===== config.mk =====
export PLATFORM = sky130hd
export DESIGN_NAME = n_best_candidate_keeper
export DESIGN_NICKNAME = d
export VERILOG_FILES = /design/src/hw/rtl/nbck_pkg.sv /design/src/hw/rtl/nbck_entry_ram.sv /design/src/hw/rtl/nbck_gain_cmp.sv /design/src/hw/rtl/n_best_candidate_keeper.sv
export SDC_FILE = /design/constraint.sdc
export NUM_CORES = 2
export LEC_CHECK = 0
export BUFFER_PORTS_ARGS = -buffer_cell sky130_fd_sc_hd__buf_2
export CAP_MARGIN = 10
export CORE_AREA = 2 2 557 780
export CTS_CLUSTER_DIAMETER = 100
export DETAILED_ROUTE_END_ITERATION = 16
export DIE_AREA = 0 0 559 782
export PLACE_DENSITY = 0.56
export SETUP_SLACK_MARGIN = 0.5
export SYNTH_ARGS = -nofsm -noshare
export SYNTH_HDL_FRONTEND = slang
export SYNTH_SLANG_ARGS = --single-unit

===== constraint.sdc =====
create_clock -name clk_i -period 19.1 [get_ports clk_i]
set_input_delay 0.955 -clock clk_i [delete_from_list [all_inputs] [get_ports clk_i]]
set_output_delay 0.955 -clock clk_i [all_outputs]
set_load 0.005 [all_outputs]

===== src/hw/rtl/nbck_pkg.sv =====
// nbck_pkg: shared types and constants of the n-best candidate keeper
// no dependencies; imported by every module of the block
package nbck_pkg;

  // default build sizes
  localparam int unsigned MaxKeepDefault   = 16;
  localparam int unsigned QuestionBitsDflt = 10;

  // fixed field widths
  localparam int unsigned KeepW  = 5;
  localparam int unsigned GainW  = 32;
  localparam int unsigned WordW  = 32;
  localparam int unsigned RidxW  = 4;
  localparam int unsigned ModeW  = 2;

  // item modes
  localparam logic [ModeW-1:0] ModePush  = 2'd0;
  localparam logic [ModeW-1:0] ModeClear = 2'd1;
  localparam logic [ModeW-1:0] ModeRead  = 2'd2;

  // sequencer states
  typedef enum logic [2:0] {
    ST_IDLE,
    ST_LAST_CHK,
    ST_SINK_RD,
    ST_SINK_CMP,
    ST_READ_WAIT,
    ST_DONE
  } nbck_state_e;

endpackage


===== src/hw/rtl/nbck_entry_ram.sv =====
// nbck_entry_ram: list storage, one write port and one registered read port
// depends on nbck_pkg for the default sizes; sized by parameters
module nbck_entry_ram
  import nbck_pkg::*;
#(
  parameter int unsigned DEPTH  = MaxKeepDefault,
  parameter int unsigned DATA_W = 7 * WordW + QuestionBitsDflt,
  parameter int unsigned ADDR_W = (DEPTH > 1) ? $clog2(DEPTH) : 1
) (
  input  logic              clk_i,
  input  logic              we_i,
  input  logic [ADDR_W-1:0] waddr_i,
  input  logic [DATA_W-1:0] wdata_i,
  input  logic [ADDR_W-1:0] raddr_i,
  output logic [DATA_W-1:0] rdata_o
);

  logic [DATA_W-1:0] mem_q [DEPTH];
  logic [DATA_W-1:0] rdata_q;

  // write port
  always_ff @(posedge clk_i) begin
    if (we_i) begin
      mem_q[waddr_i] <= wdata_i;
    end
  end

  // registered read port
  always_ff @(posedge clk_i) begin
    rdata_q <= mem_q[raddr_i];
  end

  assign rdata_o = rdata_q;

endmodule


===== src/hw/rtl/nbck_gain_cmp.sv =====
// nbck_gain_cmp: shared gain comparator used for the full-list check and each sink step
// depends on nbck_pkg for the gain width
module nbck_gain_cmp
  import nbck_pkg::*;
(
  input  logic [GainW-1:0] entry_gain_i,
  input  logic [GainW-1:0] cand_gain_i,
  output logic             cand_wins_o
);

  // candidate moves past an entry only on strictly greater gain
  assign cand_wins_o = (entry_gain_i < cand_gain_i);

endmodule


===== src/hw/rtl/n_best_candidate_keeper.sv =====
// n_best_candidate_keeper: top level, sequencer and result register
// depends on nbck_pkg, nbck_entry_ram and nbck_gain_cmp
//
// Usage:
// - input channel (in_valid_i / in_stall_o) carries one item: mode plus a
//   candidate (push), nothing (clear) or a rank (read). in_stall_o is high
//   whenever the sequencer is busy with an item.
// - output channel (out_valid_o / out_stall_i) returns exactly one result
//   item per input item from a result register; it holds while stalled and
//   the next input item is taken only after the result is delivered.
// - keep_count is written through cfg_we_i / cfg_wdata_i, by the user only while
//   idle, which the block itself does not enforce; every write also empties the list.
// Steps from accept to result valid:
// - clear and no-op go straight to the result; read waits on the registered memory read
// - push into a list that is not full: a read step and a compare step per entry passed,
//   then the candidate is written, at rank 0 from the read step, otherwise from the compare
// - push into a full list: a check against the last entry first, which rejects or replaces it
// The next item is taken the cycle after the result is delivered.
// Reset empties the list and sets keep_count to 1; the memory is not
// cleared since only ranks below the held count ever reach a result or a compare.
module n_best_candidate_keeper
  import nbck_pkg::*;
#(
  parameter int unsigned MAX_KEEP            = MaxKeepDefault,
  parameter int unsigned QUESTION_INDEX_BITS = QuestionBitsDflt,
  parameter int unsigned CNT_W               = $clog2(MAX_KEEP + 1)
) (
  input  logic                           clk_i,
  input  logic                           rst_ni,
  // configuration
  input  logic                           cfg_we_i,
  input  logic [KeepW-1:0]               cfg_wdata_i,
  // input channel
  input  logic                           in_valid_i,
  output logic                           in_stall_o,
  input  logic [ModeW-1:0]               mode_i,
  input  logic [GainW-1:0]               gain_i,
  input  logic [QUESTION_INDEX_BITS-1:0] question_index_i,
  input  logic [WordW-1:0]               left_examples_i,
  input  logic [WordW-1:0]               right_examples_i,
  input  logic [WordW-1:0]               left_observations_i,
  input  logic [WordW-1:0]               right_observations_i,
  input  logic [WordW-1:0]               left_score_word_i,
  input  logic [WordW-1:0]               right_score_word_i,
  input  logic [RidxW-1:0]               read_index_i,
  // output channel
  output logic                           out_valid_o,
  input  logic                           out_stall_i,
  output logic                           accepted_o,
  output logic [CNT_W-1:0]               held_count_o,
  output logic                           entry_valid_o,
  output logic [GainW-1:0]               out_gain_o,
  output logic [QUESTION_INDEX_BITS-1:0] out_question_index_o,
  output logic [WordW-1:0]               out_left_examples_o,
  output logic [WordW-1:0]               out_right_examples_o,
  output logic [WordW-1:0]               out_left_observations_o,
  output logic [WordW-1:0]               out_right_observations_o,
  output logic [WordW-1:0]               out_left_score_word_o,
  output logic [WordW-1:0]               out_right_score_word_o
);

  localparam int unsigned AW     = (MAX_KEEP > 1) ? $clog2(MAX_KEEP) : 1;
  localparam int unsigned DATA_W = 7 * WordW + QUESTION_INDEX_BITS;
  localparam int unsigned CW     = (CNT_W > KeepW) ? CNT_W : KeepW;
  localparam int unsigned IW     = (CNT_W > RidxW) ? CNT_W : RidxW;

  nbck_state_e state_q, state_d;

  logic [KeepW-1:0]  keep_q;
  logic [CNT_W-1:0]  count_q, count_d;
  logic [CNT_W-1:0]  pos_q, pos_d;
  logic [GainW-1:0]  cand_gain_q, cand_gain_d;
  logic [DATA_W-1:0] cand_q, cand_d;
  logic              hit_q, hit_d;
  logic              accepted_q, accepted_d;
  logic              valid_q, valid_d;
  logic [DATA_W-1:0] res_q, res_d;

  logic              in_acc;
  logic              out_acc;
  logic [CW-1:0]     cap_w;
  logic [CNT_W-1:0]  cap;
  logic [CNT_W-1:0]  cap_m1;
  logic [CNT_W-1:0]  pos_m1;
  logic              full;
  logic [IW-1:0]     ridx_w;
  logic              read_hit;
  logic [DATA_W-1:0] in_entry;

  logic              ram_we;
  logic [AW-1:0]     ram_waddr;
  logic [DATA_W-1:0] ram_wdata;
  logic [AW-1:0]     ram_raddr;
  logic [DATA_W-1:0] ram_rdata;
  logic              cand_wins;

  assign in_acc  = in_valid_i && !in_stall_o;
  assign out_acc = out_valid_o && !out_stall_i;

  // capacity in effect: keep_count limited to 1..MAX_KEEP
  always_comb begin
    if (keep_q == '0) begin
      cap_w = CW'(1);
    end else if (CW'(keep_q) > CW'(MAX_KEEP)) begin
      cap_w = CW'(MAX_KEEP);
    end else begin
      cap_w = CW'(keep_q);
    end
  end

  assign cap    = cap_w[CNT_W-1:0];
  assign cap_m1 = cap - CNT_W'(1);
  assign pos_m1 = pos_q - CNT_W'(1);
  assign full   = (count_q >= cap);

  // read rank check against the held count
  assign ridx_w   = IW'(read_index_i);
  assign read_hit = (ridx_w < IW'(count_q));

  // entry packing, gain in the low bits
  assign in_entry = {right_score_word_i, left_score_word_i,
                     right_observations_i, left_observations_i,
                     right_examples_i, left_examples_i,
                     question_index_i, gain_i};

  // entry storage
  nbck_entry_ram #(
    .DEPTH  (MAX_KEEP),
    .DATA_W (DATA_W),
    .ADDR_W (AW)
  ) u_ram (
    .clk_i   (clk_i),
    .we_i    (ram_we),
    .waddr_i (ram_waddr),
    .wdata_i (ram_wdata),
    .raddr_i (ram_raddr),
    .rdata_o (ram_rdata)
  );

  // shared comparator: stored entry gain against candidate gain
  nbck_gain_cmp u_cmp (
    .entry_gain_i (ram_rdata[GainW-1:0]),
    .cand_gain_i  (cand_gain_q),
    .cand_wins_o  (cand_wins)
  );

  // next state
  always_comb begin
    state_d = state_q;
    case (state_q)
      ST_IDLE: begin
        if (in_acc) begin
          if (mode_i == ModePush) begin
            state_d = full ? ST_LAST_CHK : ST_SINK_RD;
          end else if (mode_i == ModeRead) begin
            state_d = ST_READ_WAIT;
          end else begin
            state_d = ST_DONE;
          end
        end
      end
      ST_LAST_CHK: begin
        state_d = cand_wins ? ST_SINK_RD : ST_DONE;
      end
      ST_SINK_RD: begin
        state_d = (pos_q == '0) ? ST_DONE : ST_SINK_CMP;
      end
      ST_SINK_CMP: begin
        state_d = cand_wins ? ST_SINK_RD : ST_DONE;
      end
      ST_READ_WAIT: begin
        state_d = ST_DONE;
      end
      ST_DONE: begin
        if (out_acc) begin
          state_d = ST_IDLE;
        end
      end
      default: begin
        state_d = ST_IDLE;
      end
    endcase
  end

  // datapath control and register next values
  always_comb begin
    count_d     = count_q;
    pos_d       = pos_q;
    cand_gain_d = cand_gain_q;
    cand_d      = cand_q;
    hit_d       = hit_q;
    accepted_d  = accepted_q;
    valid_d     = valid_q;
    res_d       = res_q;
    ram_we      = 1'b0;
    ram_waddr   = pos_q[AW-1:0];
    ram_wdata   = cand_q;
    ram_raddr   = pos_m1[AW-1:0];
    case (state_q)
      ST_IDLE: begin
        if (in_acc) begin
          cand_gain_d = gain_i;
          cand_d      = in_entry;
          accepted_d  = 1'b0;
          valid_d     = 1'b0;
          res_d       = '0;
          hit_d       = read_hit;
          if (mode_i == ModePush) begin
            if (full) begin
              ram_raddr = cap_m1[AW-1:0];
            end else begin
              pos_d   = count_q;
              count_d = count_q + CNT_W'(1);
            end
          end else if (mode_i == ModeClear) begin
            count_d = '0;
          end else if (mode_i == ModeRead) begin
            ram_raddr = ridx_w[AW-1:0];
          end
        end
      end
      ST_LAST_CHK: begin
        // full list: replace last entry only on strictly greater gain
        if (cand_wins) begin
          pos_d = cap_m1;
        end
      end
      ST_SINK_RD: begin
        if (pos_q == '0) begin
          ram_we     = 1'b1;
          accepted_d = 1'b1;
        end
      end
      ST_SINK_CMP: begin
        ram_we = 1'b1;
        if (cand_wins) begin
          // move the smaller entry down one rank
          ram_wdata = ram_rdata;
          pos_d     = pos_m1;
        end else begin
          accepted_d = 1'b1;
        end
      end
      ST_READ_WAIT: begin
        valid_d = hit_q;
        res_d   = hit_q ? ram_rdata : '0;
      end
      ST_DONE: begin
      end
      default: begin
      end
    endcase
  end

  // control registers
  always_ff @(posedge clk_i or negedge rst_ni) begin
    if (!rst_ni) begin
      state_q <= ST_IDLE;
      keep_q  <= KeepW'(1);
      count_q <= '0;
    end else begin
      state_q <= state_d;
      if (cfg_we_i) begin
        keep_q  <= cfg_wdata_i;
        count_q <= '0;
      end else begin
        count_q <= count_d;
      end
    end
  end

  // payload registers
  always_ff @(posedge clk_i) begin
    pos_q       <= pos_d;
    cand_gain_q <= cand_gain_d;
    cand_q      <= cand_d;
    hit_q       <= hit_d;
    accepted_q  <= accepted_d;
    valid_q     <= valid_d;
    res_q       <= res_d;
  end

  // ports
  assign in_stall_o  = (state_q != ST_IDLE);
  assign out_valid_o = (state_q == ST_DONE);

  assign accepted_o               = accepted_q;
  assign held_count_o             = count_q;
  assign entry_valid_o            = valid_q;
  assign out_gain_o               = res_q[GainW-1:0];
  assign out_question_index_o     = res_q[GainW +: QUESTION_INDEX_BITS];
  assign out_left_examples_o      = res_q[GainW + QUESTION_INDEX_BITS +: WordW];
  assign out_right_examples_o     = res_q[GainW + QUESTION_INDEX_BITS + WordW +: WordW];
  assign out_left_observations_o  = res_q[GainW + QUESTION_INDEX_BITS + 2*WordW +: WordW];
  assign out_right_observations_o = res_q[GainW + QUESTION_INDEX_BITS + 3*WordW +: WordW];
  assign out_left_score_word_o    = res_q[GainW + QUESTION_INDEX_BITS + 4*WordW +: WordW];
  assign out_right_score_word_o   = res_q[GainW + QUESTION_INDEX_BITS + 5*WordW +: WordW];

endmodule


==> impl_metrics.env <==
export IMPL_rows=285
export IMPL_start_util_pct=39.9
export IMPL_layout_min_cycle_time_ps=7770
export IMPL_maxSlewHeadroom_pct=15.5
export IMPL_ys_seq_area_share_pct=76.9
export IMPL_clk_path_buf_depth=4
export IMPL_setup_viol=0
export IMPL_grt_use_met1_pct=32.2
export IMPL_fmaxAchievable_mhz=129
export IMPL_yosysUniqueCellTypes=60
export IMPL_netlist_area_um2=171000
export IMPL_drc=0
export IMPL_track_usage_pct=22.6
export IMPL_hold_class="primary input to register"
export IMPL_cts_max_level=5
export IMPL_finalMaxSlewViolations=0
export IMPL_syn_area_per_cell_um2=14.5
export IMPL_cts_resized=0
export IMPL_cellLeakagePower_nw=65.5
export IMPL_worstSkewPairLatency_ps=1030
export IMPL_timing_rr_end="u_ram.rdata_o[108]$_DFF_P_"
export IMPL_yosys_most_used_dff="edfxtp_1"
export IMPL_drive_above_1_share_pct=13.4
export IMPL_first_global_vias=103448
export IMPL_grt_overflow=0
export IMPL_ir_drop_mv=0.221
export IMPL_grt_busiest_layer="met2"
export IMPL_skew_ps=75.2
export IMPL_ios=493
export IMPL_gp_congestion=0.792
export IMPL_postRouteAntennaNets=0
export IMPL_worst_pin_slew_ps=1270
export IMPL_wl_mm=509
export IMPL_fin_util_pct=45.2
export IMPL_cts_tree="yes"
export IMPL_total_power_w=0.0314
export IMPL_final_cells=18314
export IMPL_clkSlewWorstSetupHoldPaths_ps=60
export IMPL_grt_util_met3_pct=3.06
export IMPL_critPathCaptureType="register"
export IMPL_worstHoldPathCells=1
export IMPL_whs_endpoint="cand_q[53]$_DFFE_PP_"
export IMPL_nNetsFinal=12484
export IMPL_finalHoldViolations=0
export IMPL_met2_usage_pct=36.4
export IMPL_final_cell_mix="edfxtp_1, nand2_1, nand3_1"
export IMPL_grt_setup_unrepaired="false"
export IMPL_drv_cap=0
export IMPL_layout_commonest_cell="edfxtp_1"
export IMPL_required_ps=19970
export IMPL_rr_worst_depth=13
export IMPL_post_route_period_util_pct=40.7
export IMPL_r2r_start="state_q[1]$_DFFE_PN0P_"
export IMPL_grt_pass1_wl_mm=730
export IMPL_drt_iter0_drc=12017
export IMPL_rrSetupSlack_ps=11330
export IMPL_ctsRootBufferMaster="clkbuf_16"
export IMPL_min_from="left_examples_i[11]"
export IMPL_synthArstFlopShare_pct=0.291
export IMPL_io_buffers=492
export IMPL_grt_max_degree=157
export IMPL_avgRoutedWirePerCell_um=27.8
export IMPL_num_vias=104244
export IMPL_path_class="register to register"
export IMPL_die_h_um=782
export IMPL_die_w_um=559
export IMPL_die_area_um2=437000
export IMPL_start_kind="register"
export IMPL_cts_made_buffers=432
export IMPL_avgViaCountPerCell=5.69
export IMPL_synth_fp_nets=12139
export IMPL_crit_fanout=156
export IMPL_outcome="finished clean"
export IMPL_cts_sinks=4467
export IMPL_dpl_hpwl_mm=257
export IMPL_yosysWarnings=0
export IMPL_n_fill_cell=37734
export IMPL_synth_edf_count=4220
export IMPL_areaGrowthSynthToFinish_pct=13.5
export IMPL_antenna_found_initial=31
export IMPL_synth_seq_cells=4467
export IMPL_dp_cells=17485
export IMPL_hold_slack_ps=97.4
export IMPL_arrival_ps=8650
export IMPL_drt_pass1_iterations=7
export IMPL_syn_inst=11843
export IMPL_core_area_um2=430000
export IMPL_tns_ps=0
export IMPL_power_density_nw_per_um2=162
==> logic make-up after synthesis <==
family,share of synthesized area (%)
flip-flops,76.9
adder cells (fa/ha/maj),0.336
XOR/XNOR,0.0153
buffers and inverters,2.49
AND/OR/NAND/NOR,11.0
AO/OA/AOI/OAI,6.16
multiplexers,3.07
==> timing repair <==
item	4_1_cts	5_1_grt
hold buffers	9	0
buffers inserted	0	0
hold endpoints to repair	20	0
==> per-stage QoR <==
stage	area [um2]	setup WS (ps)
detailed placement	180000	11180
floorplan	171000	1180
finish	194000	11330
global route	194000	10790
global placement	180000	11310
CTS	194000	11360
==> worst max path at each step <==
| stage | slack (ps) | to | start |
|---|---|---|---|
| after floorplan | 1180 | entry_valid_o$_SDFFCE_PN0P_ | in_valid_i |
| after global placement | 11310 | u_ram.rdata_o[59]$_DFF_P_ | in_valid_i |
| final | 11330 | u_ram.rdata_o[108]$_DFF_P_ | state_q[1]$_DFFE_PN0P_ |
| after global routing | 10790 | u_ram.rdata_o[95]$_DFF_P_ | state_q[1]$_DFFE_PN0P_ |
| after detailed placement | 11180 | u_ram.rdata_o[63]$_DFF_P_ | in_valid_i |
| after CTS | 11360 | u_ram.rdata_o[108]$_DFF_P_ | state_q[1]$_DFFE_PN0P_ |
==> registers in the layout, summed over array words and instances, names as in the netlist, 3 cells and up <==
signal and cells:
state_q 3, cand_gain_q 31, u_ram.rdata_o 234, u_ram.mem_q 3744, pos_q 5, res_q 234
cand_q 203, held_count_o 5, keep_q 5
==> cell usage after synthesis (3+ instances only) <==
cell | count | share of area (%)
inv_1 | 240 | 0.53
and2_1 | 248 | 0.91
o221ai_1 | 22 | 0.11
mux2_2 | 238 | 1.6
nand4_1 | 166 | 0.61
o21ai_1 | 14 | 0.041
buf_2 | 270 | 0.79
nor3_1 | 25 | 0.073
a21o_1 | 17 | 0.075
a22o_1 | 45 | 0.23
a32o_1 | 8 | 0.047
nand2b_1 | 5 | 0.018
a32oi_1 | 31 | 0.16
a221oi_1 | 7 | 0.036
a21oi_1 | 170 | 0.50
o31ai_1 | 6 | 0.026
or3_1 | 6 | 0.022
nor2_1 | 22 | 0.048
a221o_1 | 8 | 0.047
dfxtp_1 | 234 | 2.7
a31oi_1 | 364 | 1.3
clkbuf_1 | 470 | 1.0
xnor2_1 | 3 | 0.015
nor2b_1 | 5 | 0.018
a211oi_1 | 410 | 1.8
nand3_1 | 1019 | 3.0
buf_4 | 10 | 0.044
o211ai_1 | 15 | 0.066
nor3b_1 | 4 | 0.018
o22ai_1 | 20 | 0.073
buf_1 | 39 | 0.085
mux2i_1 | 86 | 0.50
dfrtp_1 | 12 | 0.18
o21ai_0 | 144 | 0.42
ha_1 | 46 | 0.34
edfxtp_1 | 4220 | 74
nand2_1 | 2869 | 6.3
mux4_2 | 76 | 1.0
a311oi_1 | 224 | 1.1
==> report_power, final <==
part | switching, W | internal, W | total (W)
clock | 0.00378 | 0.00507 | 0.00885
combinational | 0.00703 | 0.00261 | 0.00965
sequential | 0.000530 | 0.0124 | 0.0129
total | 0.0113 | 0.0201 | 0.0314
==> cell type report <==
| class | count | area [um2] | area share, % |
|---|---|---|---|
| timing repair buffer | 702 | 4370 | 2.25 |
| clock buffer | 587 | 11800 | 6.09 |
| tap | 5740 | 7180 | 3.69 |
| multi-input combinational | 6343 | 35500 | 18.3 |
| antenna | 10 | 25.0 | 0.0129 |
| inverter | 242 | 916 | 0.471 |
| clock inverter | 223 | 2830 | 1.46 |
| sequential | 4467 | 132000 | 67.8 |
==> layer usage <==
layer	wire length [um]	part of all wire, %
met5	27	0.0053
met4	13300	2.6
met3	36900	7.3
met2	238000	47
met1	221000	43
==> critical path: stages (launching register included) <==
cell and delay, ps:
dfrtp_1 660, or4b_1 880, inv_8 560, nand3_1 180, nor2_1 310, a221o_4 740, buf_12 720, buf_4 760
buf_4 920, buf_4 1010, nand2_1 120, nand3_1 120, a31oi_1 100, o21ai_0 200
(Power assumes the default switching activity.)
